`src/design/sha_pkg.sv`:
```
// Package for the subregion heap allocator: beat types, status codes,
// state machine encoding and subregion layout helpers. No dependencies.
`default_nettype none
package sha_pkg;

  localparam int unsigned HandleSlotsDefault = 12;
  localparam int unsigned Subregions = 40;

  typedef enum logic [2:0] {
    ST_OK        = 3'd0,
    ST_BAD_SIZE  = 3'd1,
    ST_NO_SPACE  = 3'd2,
    ST_NO_SLOT   = 3'd3,
    ST_NOT_FOUND = 3'd4
  } status_t;

  typedef struct packed {
    logic        action;
    logic [13:0] request_bytes;
    logic [14:0] block_offset;
  } req_t;

  typedef struct packed {
    logic [2:0]  status;
    logic [14:0] granted_offset;
    logic [13:0] granted_bytes;
  } rsp_t;

  typedef enum logic [2:0] {
    S_IDLE,
    S_SCAN,
    S_SLOT,
    S_COMMIT,
    S_FREE,
    S_RESP
  } state_t;

  // Command from controller to datapath
  typedef struct packed {
    logic load;     // capture request, begin
    logic scan;     // evaluate one candidate run
    logic slot;     // step slot search
    logic commit;   // write mask and slot
    logic fail;     // latch failure status
    logic show;     // result register valid
  } cmd_t;

  typedef struct packed {
    logic is_free;
    logic bad;
    logic scan_done;
    logic found;
    logic slot_done;
    logic slot_hit;
  } sts_t;

  // Offset of a subregion
  function automatic logic [14:0] sr_offset(input logic [5:0] idx);
    logic [14:0] r;
    if (idx < 6'd8)       r = {3'd0, idx[2:0], 9'd0};
    else if (idx < 6'd16) r = 15'h1000 + {2'd0, idx[2:0], 10'd0};
    else if (idx < 6'd32) r = 15'h3000 + {2'd0, idx[3:0], 9'd0};
    else                  r = 15'h5000 + {2'd0, idx[2:0], 10'd0};
    return r;
  endfunction

  // Subregion of an offset, 40 when beyond the heap
  function automatic logic [5:0] sr_index(input logic [14:0] off);
    logic [5:0] r;
    if (off < 15'h1000)      r = {3'd0, off[11:9]};
    else if (off < 15'h3000) r = 6'd8 + {3'd0, 3'(off[13:10] - 4'd4)};
    else if (off < 15'h5000) r = 6'd16 + {2'd0, 4'(off[13:9] - 5'd24)};
    else if (off < 15'h7000) r = 6'd32 + {3'd0, 3'(off[14:10] - 5'd20)};
    else                     r = 6'd40;
    return r;
  endfunction

endpackage
`default_nettype wire

```
`src/design/subregion_heap_allocator_unit.sv`:
```
// Subregion heap allocator top level: controller plus datapath.
// Allocate checks up to 40 candidate runs, one per cycle, then the handle slots
// one per cycle; free searches the handle slots one per cycle. One request at a
// time; the result register holds until taken. Synchronous reset clears the
// busy mask and all handle slots.
`default_nettype none
module subregion_heap_allocator_unit #(
  parameter int unsigned HANDLE_SLOTS = sha_pkg::HandleSlotsDefault
) (
  input  wire logic          clk,
  input  wire logic          rst,
  input  wire logic          in_valid,
  output logic               in_ready,
  input  wire sha_pkg::req_t in_data,
  output logic               out_valid,
  input  wire logic          out_ready,
  output sha_pkg::rsp_t      out_data
);
  import sha_pkg::*;

  cmd_t cmd;
  sts_t sts;

  sha_ctrl u_ctrl (
    .clk, .rst, .in_valid, .in_ready, .out_valid, .out_ready, .sts, .cmd
  );

  sha_dp #(.HANDLE_SLOTS(HANDLE_SLOTS)) u_dp (
    .clk, .rst, .req(in_data), .cmd, .sts, .rsp(out_data)
  );
endmodule
`default_nettype wire

```
`src/design/sha_ctrl.sv`:
```
// Controller state machine of the subregion heap allocator.
// Depends on sha_pkg.
`default_nettype none
module sha_ctrl (
  input  wire logic           clk,
  input  wire logic           rst,
  input  wire logic           in_valid,
  output logic                in_ready,
  output logic                out_valid,
  input  wire logic           out_ready,
  input  wire sha_pkg::sts_t  sts,
  output sha_pkg::cmd_t       cmd
);
  import sha_pkg::*;

  state_t state, state_next;

  always_ff @(posedge clk) begin
    if (rst) state <= S_IDLE;
    else     state <= state_next;
  end

  // Next state
  always_comb begin
    state_next = state;
    case (state)
      S_IDLE: if (in_valid) state_next = S_SCAN;
      S_SCAN: begin
        if (sts.is_free) state_next = S_FREE;
        else if (sts.bad) state_next = S_RESP;
        else if (sts.found) state_next = S_SLOT;
        else if (sts.scan_done) state_next = S_RESP;
      end
      S_SLOT: begin
        if (sts.slot_hit) state_next = S_COMMIT;
        else if (sts.slot_done) state_next = S_RESP;
      end
      S_FREE: begin
        if (sts.slot_hit) state_next = S_COMMIT;
        else if (sts.slot_done) state_next = S_RESP;
      end
      S_COMMIT: state_next = S_RESP;
      S_RESP: if (out_ready) state_next = S_IDLE;
      default: state_next = S_IDLE;
    endcase
  end

  // Outputs
  always_comb begin
    cmd = '0;
    in_ready = 1'b0;
    out_valid = 1'b0;
    case (state)
      S_IDLE: begin
        in_ready = 1'b1;
        cmd.load = in_valid;
      end
      S_SCAN: begin
        cmd.scan = !sts.is_free && !sts.bad && !sts.found;
        cmd.fail = !sts.is_free && (sts.bad || (!sts.found && sts.scan_done));
      end
      S_SLOT, S_FREE: begin
        cmd.slot = !sts.slot_hit;
        cmd.fail = !sts.slot_hit && sts.slot_done;
      end
      S_COMMIT: cmd.commit = 1'b1;
      S_RESP: begin
        out_valid = 1'b1;
        cmd.show = 1'b1;
      end
      default: ;
    endcase
  end
endmodule
`default_nettype wire

```
`src/design/sha_dp.sv`:
```
// Datapath of the subregion heap allocator: busy mask, handle table,
// candidate scan sequencer and result register. Depends on sha_pkg.
`default_nettype none
module sha_dp #(
  parameter int unsigned HANDLE_SLOTS = sha_pkg::HandleSlotsDefault
) (
  input  wire logic          clk,
  input  wire logic          rst,
  input  wire sha_pkg::req_t req,
  input  wire sha_pkg::cmd_t cmd,
  output sha_pkg::sts_t      sts,
  output sha_pkg::rsp_t      rsp
);
  import sha_pkg::*;

  localparam int unsigned SW = (HANDLE_SLOTS > 1) ? $clog2(HANDLE_SLOTS) : 1;
  localparam int unsigned CW = $clog2(HANDLE_SLOTS + 1);

  // Scan phases: each is a group with a run length
  typedef enum logic [2:0] {
    P_PAIR, P_G0, P_G1, P_G2, P_G3, P_END
  } phase_t;

  logic [Subregions-1:0] mask;
  logic [HANDLE_SLOTS-1:0] hvalid;
  logic [14:0] hoff [HANDLE_SLOTS];
  logic [13:0] hbytes [HANDLE_SLOTS];

  req_t        r;
  logic [2:0]  cls;      // 0:<=512 1:<=1024 2:<=1536 3:<=4096 4:big
  logic [1:0]  pass;     // 0 first size tier, 1 second tier
  phase_t      phase;
  logic [5:0]  pos;      // candidate start
  logic [5:0]  first;
  logic [3:0]  n;
  logic [13:0] bytes;
  logic        found;
  logic [CW-1:0] sidx;
  logic [SW-1:0] hit_slot;
  logic [2:0]  status;
  logic [14:0] roff;
  logic [13:0] rbytes;

  // Request class and run lengths
  logic        bad;
  logic [3:0]  n1k;
  assign bad  = (r.request_bytes == 14'd0) || (r.request_bytes > 14'h2000);
  assign n1k  = 4'((r.request_bytes + 14'd1023) >> 10);

  // First tier scans 512 groups except for the 1024-only classes
  logic g_first;
  assign g_first = (pass == 2'd0) && !(cls == 3'd1 || cls == 3'd4);

  // Upper group bound of the current phase
  logic [5:0] hi;
  always_comb begin
    hi = 6'd7;
    case (phase)
      P_G0: hi = (g_first ? 6'd7 : 6'd15);
      P_G1: hi = (g_first ? 6'd31 : 6'd39);
      default: ;
    endcase
  end

  // Run-free test of the candidate
  logic [5:0] pair_start;
  logic       run_ok;
  logic [5:0] endp;
  logic [Subregions-1:0] runm;
  always_comb begin
    case (pos[1:0])
      2'd0: pair_start = 6'd7;
      2'd1: pair_start = 6'd15;
      default: pair_start = 6'd31;
    endcase
  end
  logic [5:0] cand;
  assign cand = (phase == P_PAIR) ? pair_start : pos;
  assign endp = cand + 6'(n) - 6'd1;
  always_comb begin
    for (int k = 0; k < Subregions; k++)
      runm[k] = (6'(k) >= cand) && (6'(k) <= endp);
  end
  assign run_ok = ((runm & mask) == '0) && (endp < 6'd40) &&
                  ((phase == P_PAIR) || (endp <= hi));

  // Release mask for free
  logic [5:0] fstart;
  logic [3:0] fused;
  logic [13:0] fsz;
  logic [Subregions-1:0] fm;
  assign fstart = sr_index(r.block_offset);
  assign fsz = hbytes[hit_slot];
  always_comb begin
    if ((fstart == 6'd7 || fstart == 6'd15 || fstart == 6'd31) && fsz == 14'h600)
      fused = 4'd2;
    else if ((fstart >= 6'd8 && fstart <= 6'd15) || (fstart >= 6'd32 && fstart <= 6'd39))
      fused = 4'((fsz + 14'd1023) >> 10);
    else
      fused = 4'((fsz + 14'd511) >> 9);
    for (int k = 0; k < Subregions; k++)
      fm[k] = (6'(k) >= fstart) && (7'(k) < 7'(fstart) + 7'(fused));
  end

  logic [Subregions-1:0] am;
  always_comb begin
    for (int k = 0; k < Subregions; k++)
      am[k] = (6'(k) >= first) && (7'(k) < 7'(first) + 7'(n));
  end

  // Slot test at the current index
  logic [SW-1:0] si;
  logic          slot_hit;
  assign si = SW'(sidx);
  assign slot_hit = (sidx < CW'(HANDLE_SLOTS)) &&
                    (r.action ? (hvalid[si] && hoff[si] == r.block_offset)
                              : !hvalid[si]);

  assign sts.is_free   = r.action;
  assign sts.bad       = bad;
  assign sts.found     = found;
  assign sts.scan_done = (phase == P_END);
  assign sts.slot_hit  = slot_hit;
  assign sts.slot_done = (sidx >= CW'(HANDLE_SLOTS - 1));

  // Scan sequencer
  always_ff @(posedge clk) begin
    if (cmd.load) begin
      r <= req;
      found <= 1'b0;
      pass <= 2'd0;
      sidx <= '0;
      pos <= 6'd0;
      if (req.request_bytes <= 14'h200) begin
        cls <= 3'd0; n <= 4'd1; bytes <= 14'd512; phase <= P_G0;
      end else if (req.request_bytes <= 14'h400) begin
        cls <= 3'd1; n <= 4'd1; bytes <= 14'd1024; phase <= P_G0; pos <= 6'd8;
      end else if (req.request_bytes <= 14'h600) begin
        cls <= 3'd2; n <= 4'd2; bytes <= 14'h600; phase <= P_PAIR;
      end else if (req.request_bytes <= 14'h1000) begin
        cls <= 3'd3; n <= 4'((req.request_bytes + 14'd511) >> 9);
        bytes <= 14'(((req.request_bytes + 14'd511) >> 9) << 9); phase <= P_G0;
      end else begin
        cls <= 3'd4; n <= 4'((req.request_bytes + 14'd1023) >> 10);
        bytes <= 14'(((req.request_bytes + 14'd1023) >> 10) << 10);
        phase <= P_G0; pos <= 6'd8;
      end
    end else if (cmd.scan) begin
      if (run_ok) begin
        found <= 1'b1;
        first <= cand;
      end else if (phase == P_PAIR) begin
        if (pos[1:0] == 2'd2) begin
          phase <= P_G0; pos <= 6'd0; n <= 4'd3;
        end else pos <= pos + 6'd1;
      end else if (pos + 6'(n) - 6'd1 < hi) begin
        pos <= pos + 6'd1;
      end else if (phase == P_G0) begin
        phase <= P_G1; pos <= g_first ? 6'd16 : 6'd32;
      end else if (g_first && (cls == 3'd0 || cls == 3'd3)) begin
        // fall back to the 1024 groups
        pass <= 2'd1; phase <= P_G0; pos <= 6'd8;
        n <= (cls == 3'd0) ? 4'd1 : n1k;
        bytes <= (cls == 3'd0) ? 14'd1024 : 14'({n1k, 10'd0});
      end else begin
        phase <= P_END;
      end
    end else if (cmd.slot) begin
      sidx <= sidx + CW'(1);
    end
    if (slot_hit) hit_slot <= si;
  end

  // Result register
  always_ff @(posedge clk) begin
    if (cmd.fail) begin
      roff <= '0; rbytes <= '0;
      if (r.action)          status <= ST_NOT_FOUND;
      else if (bad)          status <= ST_BAD_SIZE;
      else if (!found)       status <= ST_NO_SPACE;
      else                   status <= ST_NO_SLOT;
    end else if (cmd.commit) begin
      status <= ST_OK;
      if (r.action) begin
        roff <= r.block_offset; rbytes <= fsz;
      end else begin
        roff <= sr_offset(first); rbytes <= bytes;
      end
    end
  end
  assign rsp = '{status: status, granted_offset: roff, granted_bytes: rbytes};

  // Mask and handle table
  always_ff @(posedge clk) begin
    if (rst) begin
      mask <= '0;
      hvalid <= '0;
    end else if (cmd.commit) begin
      if (r.action) begin
        mask <= mask & ~fm;
        hvalid[hit_slot] <= 1'b0;
      end else begin
        mask <= mask | am;
        hvalid[hit_slot] <= 1'b1;
      end
    end
  end

  always_ff @(posedge clk) begin
    if (cmd.commit && !r.action) begin
      hoff[hit_slot] <= sr_offset(first);
      hbytes[hit_slot] <= bytes;
    end
  end

  logic unused;
  assign unused = cmd.show;
endmodule
`default_nettype wire
```
`config.mk`:
```
export PLATFORM = sky130hd
export DESIGN_NAME = subregion_heap_allocator_unit
export DESIGN_NICKNAME = d
export VERILOG_FILES = /design/src/design/sha_pkg.sv /design/src/design/subregion_heap_allocator_unit.sv /design/src/design/sha_ctrl.sv /design/src/design/sha_dp.sv
export SDC_FILE = /design/constraint.sdc
export NUM_CORES = 1
export LEC_CHECK = 0
export ABC_AREA = 1
export BUFFER_PORTS_ARGS = -buffer_cell sky130_fd_sc_hd__buf_2
export CAP_MARGIN = 0
export CORE_UTILIZATION = 25
export CTS_CLUSTER_DIAMETER = 40
export DETAILED_ROUTE_END_ITERATION = 16
export GPL_TIMING_DRIVEN = 0
export MAX_ROUTING_LAYER = met4
export PLACE_DENSITY = 0.43
export SLEW_MARGIN = 20
export SYNTH_ARGS = -nofsm -noshare
export SYNTH_HDL_FRONTEND = slang
export SYNTH_SLANG_ARGS = --single-unit
```
`constraint.sdc`:
```
create_clock -name clk -period 4.9 [get_ports clk]
set_clock_uncertainty 0.15 [all_clocks]
set_input_delay 0.245 -clock clk [delete_from_list [all_inputs] [get_ports clk]]
set_output_delay 0.245 -clock clk [all_outputs]
set_load 0.005 [all_outputs]
```
==> metrics.cfg, run 1 <==
[min_path]
hold_path_depth=6
hold_path.class=in2reg

[global_routing]
busiest_layer=met2
use_met1=0.252
track_usage=0.191
grt_pass1_vias=14100
grt_max_degree=34
antenna_found_initial=1
grt_pass1_wl_mm=89.9
met2_usage=0.302
grt_use_met3=0.0243
grt_overflow_total=0

[clock_network]
cts_tree=done
cts_made_buffers=53
cts_sinks=285
htreeDepth=2
cts_buffer_depth=3
cts-root-buf=clkbuf_16
clk_pin_slew_ns=0.05
worstSkewPairLatency_ns=0.60

[timing]
max_freq_ghz=0.215
slew_headroom=0.311
setup_viol=0
tightest_slew_ns=1.02
hold_viol=0
rsz0062_at_grt=false
whs_ns=0.115
drv_slew=0
min_period_ns=4.65
finalSetupTns_ns=0
timing.final.crit_share=0.948

[placed_design]
place_congestion=0.982
hpwl_mm=46.2
io_buffers=57
placed_area_um2=17600

[job]
cap_violations=0

[finish]
syn_to_final_growth_pct=25.0
utilization=0.317
final_area_um2=20000
drive_above_1_share=0.140
n_fill_cell=6725
final_net_count=2254

[route]
wl_per_cell_um=19.7
vias=14900
viasPerCell=4.84
wl_mm=60.5
route.detailed.drc=0
drtIter0Drc=1280
ant_nets=0
dr.pass1.iters=6

[critical_path]
worstPathArrival_ns=4.78
r2r_cells=27
critical_path_class=reg2reg
crit_required_ns=5.04
worst_setup_path_end_kind=flop
crit_fanout=10
start_kind=flop

[power_and_ir_drop]
power.density_nw_per_um2=736
irDropWorstVdd_mv=0.853
p_leak_uw=0.00813
power.total_uw=14800

[logic_synthesis]
yosysMostFrequentCell=nand2_1
syn-cell-area_um2=16000
yosys_most_used_dff=edfxtp_1
synthCells=1998
yosys_warnings=0
synth_async_sr_flop_share=0
synth-edff-count=196
yosys.area.top_type=edfxtp_1
synth_top_cells_by_count=nand2_1 (428), inv_1 (261), nor2_1 (224), edfxtp_1 (196), nand3_1 (158)
ys_seq_elements=285
yosys-top-cells-area=edfxtp_1 (37%), dfxtp_1 (11%), nand2_1 (10%), inv_1 (6.1%), nor2_1 (5.2%)
yosysTopAreaCellShare=0.367
ys_seq_area_frac=0.478
syn_avg_cell_area_um2=8.02
synth_cell_types=60

[floorplan]
rows=92
die_y_um=255
ios=68
coreArea_um2=63200
die_w_um=255
initial_core_util=0.254
die_area_um2=65100

[run_status]
status=complete, no violations

## cells by family after synthesis
| kind of cell | after synthesis | share of synthesized area |
|---|---|---|
| buffers and inverters | 344 | 0.0864 |
| AOI/OAI and AO/OA | 392 | 0.141 |
| adders and majority gates | 43 | 0.0354 |
| and+or+nand+nor | 898 | 0.237 |
| other | 1 | 0.000234 |
| muxes | 15 | 0.00937 |
| xor gates and xnor gates | 20 | 0.0126 |
| DFF | 285 | 0.478 |
## sequential cells by signal, indices dropped and copies added, names as in the netlist, 3 cells and up, named ones only
register	cells
u_dp.n	4
u_dp.first	6
u_dp.hbytes	60
u_dp.hit_slot	4
u_dp.phase	3
u_dp.roff	15
u_dp.pos	6
u_dp.r	29
u_dp.rbytes	5
u_dp.si	4
u_dp.cls	3
u_dp.hoff	72
u_dp.bytes	5
u_dp.mask	40
u_ctrl.state	3
u_dp.status	3
## critical path, cell delays in order (launching register included)
cell      delay [ns]
edfxtp_1        0.44
nor2_4          0.22
nand2_2         0.12
nand2_4         0.14
inv_1           0.12
ha_1            0.29
inv_1           0.04
ha_1            0.22
fa_2            0.40
nand3_1         0.15
nand2_1         0.09
nand2_1         0.12
nand2_4         0.13
ha_1            0.32
nand2_1         0.07
inv_1           0.05
nand2_1         0.05
nand2_1         0.06
nand3_1         0.08
nand2_1         0.07
nor2_1          0.10
nand2_1         0.08
nor2_1          0.12
nand3_1         0.13
nor2_4          0.18
nand2_1         0.13
nand3_1         0.11
nand2_1         0.16
## per-layer routing
layer | share of wire | routed length [um] | up-vias
met5 | 0 | 0 | -
met4 | 0.024 | 1480 | 0
met3 | 0.055 | 3350 | 84
met2 | 0.46 | 28100 | 485
met1 | 0.46 | 27600 | 7167
li1 | - | - | 7123
## placed cells by master, fill, tap and decap left out, types with 30 or more instances in the layout
master / netlist / final
dfxtp_1: 89 / 89
ha_1: 39 / 38
nand2_1: 428 / 425
edfxtp_1: 196 / 196
o21ai_0: 133 / 125
clkbuf_16: 0 / 54
nor2_1: 224 / 207
a21oi_1: 128 / 125
nand3_1: 158 / 158
clkbuf_1: 27 / 30
buf_2: 22 / 80
inv_1: 261 / 259
dlygate4sd3_1: 0 / 32
## final cells by class
| cell class | count | area (um^2) | share of cell area |
|---|---|---|---|
| Buffer | 67 | 354 | 0.0177 |
| Multi-Input combinational cell | 1377 | 7210 | 0.360 |
| Tap cell | 846 | 1060 | 0.0528 |
| Inverter | 277 | 1040 | 0.0520 |
| Clock buffer | 60 | 1380 | 0.0691 |
| Antenna cell | 1 | 2.50 | 0.000125 |
| Clock inverter | 40 | 435 | 0.0217 |
| Timing Repair Buffer | 116 | 885 | 0.0441 |
| Sequential cell | 285 | 7670 | 0.383 |
## power breakdown
| group | switching (uW) | internal [uW] |
|---|---|---|
| Combinational | 5540 | 2190 |
| Sequential | 301 | 3010 |
| Clock | 1410 | 2300 |
## metrics by stage
step	instances	setup slack, ns
after detailed placement	2925	-1.03
final	3069	0.254
after floorplan	2006	0.867
after CTS	3059	0.00599
after global placement	2909	-1.16
after global routing	3069	0.000834
## path summary, 6_finish.rpt
check / start / to / slack (ns)
worst max-delay path: u_dp.phase[0] / u_dp.bytes[9] / 0.25
worst min-delay path: out_ready / u_ctrl.state[1] / 0.11
worst max register to register: u_dp.phase[0] / u_dp.bytes[9] / 0.25
worst min register to register: u_dp.si[2] / u_dp.hit_slot[2] / 0.28
## timing repair
action	CTS	global route
hold buffers	32	0
endpoints found under the setup margin	63	56
pin swaps	2	5
resized for setup	20	28
buffers inserted	2	9
endpoints found under the hold margin	34	0
(Power assumes the default switching activity.)
==> run 2: changes to the inputs <==
--- a/config.mk
+++ b/config.mk
@@ -5,7 +5,7 @@
 export SDC_FILE = /design/constraint.sdc
 export NUM_CORES = 1
 export LEC_CHECK = 0
-export ABC_AREA = 1
+export ABC_AREA = 0
 export BUFFER_PORTS_ARGS = -buffer_cell sky130_fd_sc_hd__buf_2
 export CAP_MARGIN = 0
 export CORE_UTILIZATION = 25
==> run 2 against run 1 <==
- first-iteration DRC count is 15% lower
- worst hold slack lost 0.058 ns
- clock power is 6.7% lower
- the run now ends with negative setup slack left
==> metrics.cfg, run 2 <==
[run_status]
status=finished, violations left
violations=negative setup slack

[logic_synthesis]
syn-cell-area_um2=15500  ; -3.1%
yosys-top-cells-area=edfxtp_1 (38%), dfxtp_1 (11%), mux4_2 (5.2%), nor2_1 (3.5%), ha_1 (3.1%)
yosys_most_used_dff=edfxtp_1
ys_seq_elements=285  ; unchanged
yosysMostFrequentCell=edfxtp_1
yosys_warnings=0  ; unchanged
synthCells=1495  ; -25%
ys_seq_area_frac=0.494  ; +0.0155
yosys.area.top_type=edfxtp_1
synth_top_cells_by_count=edfxtp_1 (196), nor2_1 (144), nand2_1 (123), a21oi_1 (93), dfxtp_1 (89)
synth_async_sr_flop_share=0  ; unchanged
syn_avg_cell_area_um2=10.4  ; +29%
yosysTopAreaCellShare=0.379  ; +0.0119
synth-edff-count=196  ; unchanged
synth_cell_types=93  ; +55%

[clock_network]
htreeDepth=2  ; unchanged
cts_sinks=285  ; unchanged
cts_made_buffers=49  ; -7.5%
cts_tree=done
cts_buffer_depth=3  ; unchanged
cts-root-buf=clkbuf_16
worstSkewPairLatency_ns=0.59  ; about the same
clk_pin_slew_ns=0.05  ; about the same

[timing]
setup_viol=6  ; +6
whs_ns=0.0565  ; -0.0583 ns
timing.final.crit_share=1.00  ; +0.0542
min_period_ns=4.91  ; +0.265 ns
rsz0062_at_grt=true
max_freq_ghz=0.204  ; -5.4%
hold_viol=0  ; unchanged
drv_slew=0  ; unchanged
slew_headroom=0.269  ; -0.0413
tightest_slew_ns=1.08  ; +0.0557 ns
fin_ws_ns=-0.0114  ; -0.265 ns

[finish]
syn_to_final_growth_pct=28.1
top_register=u_dp.hoff
drive_above_1_share=0.222  ; +0.0816
largest_register_ff_count=72  ; unchanged
final_cell_mix=edfxtp_1 (196), nor2_1 (125), nand2_1 (121)
final_common_cell=edfxtp_1
reg.largest.list=u_dp.hoff: 72 flops, u_dp.hbytes: 60 flops, u_dp.mask: 40 flops
final_net_count=1769  ; -22%

[critical_path]
crit_path_frequent_cell=ha_1
worst_setup_path_end_kind=flop
reg2reg_to=u_dp.pos[4]
worstPathArrival_ns=5.05  ; +0.27 ns
crit_fanout=10  ; unchanged
crit_start=u_dp.pos[3]
slowest_delay_ns=0.54  ; +0.10 ns
critPathSlowestCell=edfxtp_1
start_kind=flop
path_delay_family=simple AND/OR/NAND/NOR gates
critical_path_class=reg2reg
critPathCapture=u_dp.pos[4]
rrSetupSlack_ns=-0.01  ; -0.27 ns
r2r_start=u_dp.pos[3]
r2r_cells=19  ; -30%
worst-path-buf-inv=3  ; unchanged
path_depth=19  ; -30%
path_cells=clkbuf_4 -> o31a_1 -> nor2_4 -> xnor2_1 -> ha_1 -> a21oi_2 -> and3b_2 -> or2_4 -> inv_4 -> ha_1 -> a21o_1 -> a21oi_4 -> o32ai_2 -> a2bb2oi_2 -> nand4_1 -> or4_4 -> buf_4 -> nor3_4 -> a221oi_4
crit_required_ns=5.03  ; about the same

[route]
wl_per_cell_um=23.1  ; +17%
viasPerCell=5.22  ; +7.7%
dr.pass1.iters=6  ; unchanged
route.detailed.drc=0  ; unchanged
wl_mm=58.1  ; -4.1%
drtIter0Drc=1085  ; -15%
ant_nets=0  ; unchanged
vias=13100  ; -12%

[floorplan]
coreArea_um2=60800  ; -3.8%
ios=68  ; unchanged
die_w_um=251  ; -1.6%
die_y_um=251  ; -1.6%
initial_core_util=0.255  ; +0.00169
rows=90  ; -2.2%
die_area_um2=63100  ; -3.1%

[power_and_ir_drop]
swShare=0.457  ; -0.0341
p_int_uw=8720  ; +16%
irDropWorstVdd_mv=0.855  ; +0.27%
power.total_uw=16100  ; +8.8%
p_leak_uw=0.00691  ; -15%
power_frac_seq=0.213  ; -0.011
pwr-share-comb=0.571  ; +0.047
p_clk_frac=0.216  ; -0.036
p_switching_uw=7340  ; +1.3%
power.density_nw_per_um2=807  ; +9.7%

[global_routing]
antenna_found_initial=0  ; -1
grt_overflow_total=0  ; unchanged
track_usage=0.188  ; -0.00356
grt_pass1_vias=12800  ; -9.2%
grt_pass1_wl_mm=85.9  ; -4.5%
grt_max_degree=23  ; -32%

[placed_design]
place_congestion=0.914  ; -6.9%
hpwl_mm=43.0  ; -6.8%
io_buffers=58  ; +1.8%

[job]
cap_violations=0  ; unchanged

[min_path]
hold_path.class=in2reg

run 2: cell count changes in the layout (fill, tap and decap cells not counted), sizes merged, moves of 36 or more:
cell   change
a21oi     -37
inv      -212
mux4      +36
nand2    -316
nand3    -112
nor2      -96
o21ai     -65
run 2: per-layer routing:
layer	vias up	GRT usage	wire [um]
li1	6083	-	-
met1	6587	0.249	26600
met2	362	0.301	27400
met3	89	0.0235	2480
met4	0	0.0524	1510
met5	-	-	0
run 2: logic make-up (layout without fill, tap and decap cells):
| group | after synthesis | in the layout | synth area share |
|---|---|---|---|
| xor+xnor | 34 | 34 | 0.0192 |
| mux | 63 | 63 | 0.0699 |
| buf+inv | 161 | 391 | 0.0425 |
| fa+ha+maj | 44 | 44 | 0.0372 |
| other cells | 1 | 10 | 0.000242 |
| compound gates | 426 | 426 | 0.186 |
| flops | 285 | 285 | 0.494 |
| simple gates | 481 | 481 | 0.151 |
run 2: final cells by class:
class / instances / area [um^2]
fill: 6216 / 40900
multi-input combinational: 1057 / 7740
sequential: 285 / 7670
clock buffer: 55 / 1270
timing repair buffer: 148 / 1090
tap: 782 / 978
buffer: 86 / 463
clock inverter: 37 / 415
inverter: 65 / 262
antenna: 1 / 2.50
run 2: how the worst min path moves through the flow:
stage	startpoint	end	slack [ns]	cells after the start
after global routing	in_valid	u_ctrl.state[0]	0.09	3
after global placement	u_dp.si[2]	u_dp.hit_slot[2]	0.26	0
after CTS	in_valid	u_ctrl.state[0]	0.03	3
final	in_valid	u_ctrl.state[0]	0.06	3
after detailed placement	u_dp.si[2]	u_dp.hit_slot[2]	0.26	0
after floorplan	in_data[0]	u_dp.r[0]	0.19	0
run 2: what timing repair did:
item	4_1_cts	5_1_grt
cloned	0	0
pin swaps	25	21
setup endpoints to repair	65	60
hold buffers	31	0
buffers inserted	44	9
gates resized for setup	91	31
hold endpoints to repair	31	0
run 2: tightest hold or removal path, stage by stage:
cell	delay [ns]
buf_2	0.13
nor4_1	0.24
a2111oi_0	0.11
run 2: power groups by stage:
stage / clock network, uW / registers (uW) / logic (uW)
global placement: 0 / 3430 / 7450
detailed placement: 0 / 3430 / 7420
finish: 3470 / 3420 / 9170
CTS: 3530 / 3390 / 8750
floorplan: 0 / 3290 / 4990
global route: 3630 / 3460 / 9900
run 2: per-stage QoR:
| stage | setup slack, ns | TNS (ns) | util | instances | instance area (um^2) |
|---|---|---|---|---|---|
| after detailed placement | -1.53 | -63.15 | 0.280 | 2349 | 17000 |
| after floorplan | 0.0723 | 0 | - | 1503 | 15600 |
| final | -0.0114 | -0.0603 | 0.327 | 2516 | 19900 |
| after CTS | -0.0101 | -0.0360 | 0.323 | 2508 | 19700 |
| after global placement | -1.52 | -65.24 | 0.278 | 2343 | 16900 |
| after global routing | -0.220 | -3.70 | 0.327 | 2515 | 19900 |
